### config.mk
export PLATFORM = sky130hd
export DESIGN_NAME = ocsi_ctrl
export DESIGN_NICKNAME = d
export VERILOG_FILES = /design/src/rtl/ocsi_pkg.sv /design/src/rtl/ocsi_ctrl.sv
export SDC_FILE = /design/constraint.sdc
export NUM_CORES = 1
export LEC_CHECK = 0
export BUFFER_PORTS_ARGS = -buffer_cell sky130_fd_sc_hd__buf_2
export CAP_MARGIN = 30
export CORE_MARGIN = 2
export CORE_UTILIZATION = 56
export DETAILED_ROUTE_END_ITERATION = 10
export GPL_ROUTABILITY_DRIVEN = 0
export GPL_TIMING_DRIVEN = 0
export PLACE_DENSITY_LB_ADDON = 0.05
export REMOVE_ABC_BUFFERS = 1
export SYNTH_ARGS = -nofsm -noshare
export SYNTH_HDL_FRONTEND = slang
export SYNTH_SLANG_ARGS = --single-unit
### constraint.sdc
create_clock -name i_clk -period 4.6 [get_ports i_clk]
set_clock_uncertainty 0.05 [all_clocks]
set_input_delay 0.46 -clock i_clk [delete_from_list [all_inputs] [get_ports i_clk]]
set_output_delay 0.46 -clock i_clk [all_outputs]
set_load 0.01 [all_outputs]
### src/rtl/ocsi_pkg.sv
`timescale 1ns / 1ps
// Shared constants, codes and command/status types of the spline interpolator.
package ocsi_pkg;

    localparam int VALUE_WIDTH_DEF = 32;
    localparam int FRAC_BITS_DEF   = 16;
    localparam int COEF_W          = 48;
    // divider numerator width: covers 3s - (cs + 2ps) with headroom
    localparam int NUM_W           = COEF_W + 4;
    localparam int MUL_CHUNK       = 16;

    typedef enum logic [1:0] {
        OP_RESTART = 2'd0,
        OP_PUSH    = 2'd1,
        OP_EVAL    = 2'd2
    } t_op;

    typedef enum logic [3:0] {
        S_IDLE,
        S_Q1,
        S_Q2,
        S_SLOPE,
        S_C2,
        S_C3A,
        S_C3B,
        S_RATIO,
        S_LIN,
        S_M3,
        S_M2,
        S_M1,
        S_RESULT
    } t_state;

    typedef enum logic [1:0] {
        ACT_NONE,
        ACT_RESTART,
        ACT_PUSH,
        ACT_CAPTURE
    } t_act;

    typedef enum logic [3:0] {
        STEP_NONE,
        STEP_Q1,
        STEP_Q2,
        STEP_C2,
        STEP_C3A,
        STEP_C3B,
        STEP_RATIO,
        STEP_LIN,
        STEP_M3,
        STEP_M2,
        STEP_M1
    } t_step;

    typedef enum logic [1:0] {
        RES_ZERO,
        RES_REJECT,
        RES_EVAL
    } t_res;

    typedef enum logic [1:0] {
        DV_IDLE,
        DV_SETUP,
        DV_RUN,
        DV_FIN
    } t_div_state;

    typedef enum logic [1:0] {
        ML_IDLE,
        ML_RUN,
        ML_FIN
    } t_mul_state;

    typedef struct packed {
        t_act  act;
        t_step step;
        logic  div_go;
        logic  mul_go;
        logic  slope;
        logic  res_load;
        t_res  res_kind;
    } t_cmd;

    typedef struct packed {
        logic div_done;
        logic mul_done;
        logic dt_zero;
        logic out_full;
    } t_status;

endpackage

### src/rtl/ocsi_ctrl.sv
`timescale 1ns / 1ps
// Controller state machine: sequences restart, push and evaluate over the shared units.
module ocsi_ctrl (
    input  logic              i_clk,
    input  logic              i_rst_n,
    input  logic              i_in_valid,
    input  logic [1:0]        i_operation,
    input  logic              i_out_ready,
    input  ocsi_pkg::t_status i_st,
    output logic              o_in_ready,
    output ocsi_pkg::t_cmd    o_cmd
);
    import ocsi_pkg::*;

    t_state r_state, n_state;
    logic   r_issued, n_issued;
    t_res   r_kind, n_kind;

    t_op    op;
    logic   use_div;
    logic   use_mul;
    t_state next_unit;
    t_res   fin_kind;

    assign op = t_op'(i_operation);

    always_comb begin
        n_state   = r_state;
        n_issued  = r_issued;
        n_kind    = r_kind;
        o_in_ready = 1'b0;
        use_div   = 1'b0;
        use_mul   = 1'b0;
        next_unit = S_IDLE;
        fin_kind  = r_kind;
        o_cmd.act      = ACT_NONE;
        o_cmd.step     = STEP_NONE;
        o_cmd.div_go   = 1'b0;
        o_cmd.mul_go   = 1'b0;
        o_cmd.slope    = 1'b0;
        o_cmd.res_load = 1'b0;
        o_cmd.res_kind = r_kind;

        case (r_state)
            S_IDLE: begin
                o_in_ready = 1'b1;
                if (i_in_valid) begin
                    case (op)
                        OP_RESTART: begin
                            o_cmd.act = ACT_RESTART;
                            n_kind    = RES_ZERO;
                            n_state   = S_RESULT;
                        end
                        OP_PUSH: begin
                            if (i_st.dt_zero) begin
                                n_kind  = RES_REJECT;
                                n_state = S_RESULT;
                            end else begin
                                o_cmd.act = ACT_PUSH;
                                n_state   = S_Q1;
                            end
                        end
                        OP_EVAL: begin
                            o_cmd.act = ACT_CAPTURE;
                            n_state   = S_RATIO;
                        end
                        default: begin
                            n_kind  = RES_ZERO;
                            n_state = S_RESULT;
                        end
                    endcase
                end
            end
            S_Q1:    begin o_cmd.step = STEP_Q1;    use_div = 1'b1; next_unit = S_Q2;    end
            S_Q2:    begin o_cmd.step = STEP_Q2;    use_div = 1'b1; next_unit = S_SLOPE; end
            S_SLOPE: begin
                o_cmd.slope = 1'b1;
                n_state     = S_C2;
            end
            S_C2:    begin o_cmd.step = STEP_C2;    use_div = 1'b1; next_unit = S_C3A;   end
            S_C3A:   begin o_cmd.step = STEP_C3A;   use_div = 1'b1; next_unit = S_C3B;   end
            S_C3B: begin
                o_cmd.step = STEP_C3B;
                use_div    = 1'b1;
                next_unit  = S_RESULT;
                fin_kind   = RES_ZERO;
            end
            S_RATIO: begin o_cmd.step = STEP_RATIO; use_div = 1'b1; next_unit = S_LIN;   end
            S_LIN:   begin o_cmd.step = STEP_LIN;   use_mul = 1'b1; next_unit = S_M3;    end
            S_M3:    begin o_cmd.step = STEP_M3;    use_mul = 1'b1; next_unit = S_M2;    end
            S_M2:    begin o_cmd.step = STEP_M2;    use_mul = 1'b1; next_unit = S_M1;    end
            S_M1: begin
                o_cmd.step = STEP_M1;
                use_mul    = 1'b1;
                next_unit  = S_RESULT;
                fin_kind   = RES_EVAL;
            end
            S_RESULT: begin
                // hold until the output register is free or draining
                if (!i_st.out_full || i_out_ready) begin
                    o_cmd.res_load = 1'b1;
                    n_state        = S_IDLE;
                end
            end
            default: n_state = S_IDLE;
        endcase

        if (use_div || use_mul) begin
            if (!r_issued) begin
                o_cmd.div_go = use_div;
                o_cmd.mul_go = use_mul;
                n_issued     = 1'b1;
            end else if ((use_div && i_st.div_done) || (use_mul && i_st.mul_done)) begin
                n_issued = 1'b0;
                n_kind   = fin_kind;
                n_state  = next_unit;
            end
        end
    end

    always_ff @(posedge i_clk) begin
        if (!i_rst_n) begin
            r_state  <= S_IDLE;
            r_issued <= 1'b0;
            r_kind   <= RES_ZERO;
        end else begin
            r_state  <= n_state;
            r_issued <= n_issued;
            r_kind   <= n_kind;
        end
    end

`ifndef SYNTHESIS
    a_go_single: assert property (@(posedge i_clk) disable iff (!i_rst_n)
        (o_cmd.div_go || o_cmd.mul_go) |=> !(o_cmd.div_go || o_cmd.mul_go))
        else $error("unit start pulse lasted more than one cycle");
    a_done_issued: assert property (@(posedge i_clk) disable iff (!i_rst_n)
        (i_st.div_done || i_st.mul_done) |-> r_issued)
        else $error("unit finished without a pending request");
    a_idle_clear: assert property (@(posedge i_clk) disable iff (!i_rst_n)
        (r_state == S_IDLE) |-> !r_issued)
        else $error("request left pending in idle");
    a_load_full: assert property (@(posedge i_clk) disable iff (!i_rst_n)
        o_cmd.res_load |=> i_st.out_full)
        else $error("result load did not fill the output register");
`endif

endmodule

==> results.cfg <==
[power]
cellLeakagePower_nw = 0.4759
clkPwrFrac_pct = 10.8
powerDensity_mw_per_mm2 = 524.8
p_seq_share_pct = 20.3
internal_power_mw = 0.2715
switching_share_pct = 50.48
ir_worst_vdd_mv = 0.4602
switchingPower_mw = 0.2768
comb_power_share_pct = 68.9

[clocking]
root_buffer = clkbuf_4
clock-sinks = 7
cts_resized = 0
clkLatencyLatePin_ns = 0.26
htreeDepth = 1
clk_pin_slew_ns = 0.06
hold_buffers = 0
cts_tree = built
cts_setup_buffers = 0
cts_buffers = 3
cts_max_path_buffers = 2

[synth]
synth_most_common_cell = ha_1
synth_top_area_cell = ha_1
synthFlopType = dfxtp_1
synth_commonest_cells = ha_1 (13), o21ai_0 (11), a21oi_1 (7), dfxtp_1 (7), inv_1 (7)
synth_cell_type_count = 39
ys_seq_elements = 7
synth_area_sq_um = 929.6
ys_seq_area_share_pct = 15.07
synthTopCellsByArea = ha_1 (17%), dfxtp_1 (15%), o21ai_0 (5.9%)
avgSynthCellArea_sq_um = 7.812
synth_top_area_share_pct = 17.50
ys_warn_count = 0
synth-edff-count = 0
netlist_instances = 119
async_flop_share_pct = 0

[layout]
final_cells = 154
drive_gt1_share_pct = 22.46
final_net_count = 162
regArea_sq_um = 140.1
fill_cells = 129
area_delta_synth_final_pct = 12.38
multi_input_area_sq_um = 721.9
antenna_cells = 0

[placed_design]
post-place-ws_ns = 2.496
dp.cells = 150
post-dp-hpwl_microns = 1555
portBuffers = 22

[drt]
first_pass_iters = 4
wl_per_cell_microns = 13.86
detail_route.iter0.violations = 22
drt_wl_total_microns = 2135
drc = 0
viasPerCell = 6.227
drtAntennaViolNets = 0
vias = 959

[job]
cap_violations = 0

[floorplanning]
die_area_sq_mm = 0.002002
start_util_pct = 61.00
ioPinCount = 23
core_area_sq_mm = 0.001524
die_h_microns = 44.75
die_x_microns = 44.75
std_cell_rows = 14

[global_routing]
grt_max_degree = 21
grt.overflow.total = 0
antenna_found_initial = 0
grt_first_pass_wirelength_microns = 3539
track_usage_pct = 23.34
grt_pass1_vias = 829

[critical_path]
worst_ep_arrival_time_ns = 1.84
crit_type = register to output port
crit_path_max_fanout = 10
crit_required_ns = 4.09
start_kind = register
cp-end-kind = output port

[timing]
worst_slew_pin_slew_ns = 0.5489
min_period_over_period_pct = 51.10
grt_setup_unrepaired = false
finalCriticalPeriod_ns = 2.351
finalSetupViolations = 0
fin_tns_setup_ns = 0
hold_violations = 0
final_max_slew_viol_count = 0
fin_ws_ns = 2.249
relSlewSlack_pct = 63.36
fmax_ghz = 0.4254

[run_status]
status = finished, final reports clean

[hold_path]
hp-class = register to register
[placed cells by master, fill, tap and decap left out, drive strengths merged, types with 2 or more instances in the layout]
cell,count
a2111oi,2
nor2b,6
inv,7
a21o,2
nor3,5
nor2,5
a211oi,3
ha,13
o21ai,11
nand3b,5
nand2,6
a21oi,7
nand2b,4
o32ai,2
dfxtp,7
buf,22
and3,3
a31oi,3
and3b,2
o22ai,2
clkbuf,4
[per-stage QoR]
stage	power, mW	utilization (%)	hold WS (ns)	cell area (sq um)
after floorplan	0.3829	-	0.4686	888.4
after global placement	0.4789	66.83	0.4411	1018
after detailed placement	0.4862	66.83	0.4493	1018
after CTS	0.5462	68.55	0.4537	1045
after global routing	0.6007	68.55	0.4539	1045
final	0.5483	68.55	0.4521	1045
[worst max-delay path, cell delays in order, from the launching register on]
cell and delay, ns:
dfxtp_1 0.34, inv_1 0.14, ha_1 0.37, nand4bb_1 0.32, nor3_1 0.25, buf_2 0.16
[logic make-up (layout without fill, tap and decap cells)]
logic type | count (synthesis) | in the layout | synth area share [%]
simple gates | 43 | 43 | 27.86
compound gates | 41 | 41 | 31.09
flops | 7 | 7 | 15.07
fa+ha+maj | 13 | 13 | 17.50
mux | 1 | 1 | 1.211
buf+inv | 14 | 33 | 7.267
[state kept, by name (all words and copies together) (netlist names)]
register / count
r_kind: 2
r_issued: 1
r_state: 4
[per-layer routing]
metal | vias up | routed length, microns | GRT usage, %
met5 | - | 0 | 0
met4 | 0 | 0 | 3.636
met3 | 0 | 116 | 7.200
met2 | 32 | 991 | 37.39
met1 | 448 | 1027 | 31.30
li1 | 479 | - | -
[path summary, 6_finish.rpt]
check                              start                endpoint  slack [ns]  cells after the start
setup reg to reg   r_state[2]$_SDFF_PN0_  r_kind[1]$_SDFFE_PN0P_        2.50                      6
hold reg to reg   r_kind[1]$_SDFFE_PN0P_  r_kind[1]$_SDFFE_PN0P_        0.45                      2
setup / recovery   r_state[3]$_SDFF_PN0_               o_cmd[11]        2.25                      5
hold / removal    r_kind[1]$_SDFFE_PN0P_  r_kind[1]$_SDFFE_PN0P_        0.45                      2
[power groups by stage]
stage	Clock, mW	Combinational [mW]	Sequential (mW)
final	0.0591	0.378	0.111
after global routing	0.0632	0.422	0.115
after CTS	0.0594	0.376	0.111
after detailed placement	0	0.373	0.113
after global placement	0	0.367	0.112
after floorplan	0	0.277	0.106
[final cells by class]
| class | count | share of cell area [%] |
|---|---|---|
| Clock buffer | 4 | 2.515 |
| Inverter | 7 | 2.515 |
| Multi-Input combinational cell | 98 | 69.10 |
| Sequential cell | 7 | 13.41 |
| Tap cell | 16 | 1.916 |
| Timing Repair Buffer | 22 | 10.54 |
(Power assumes the default switching activity.)
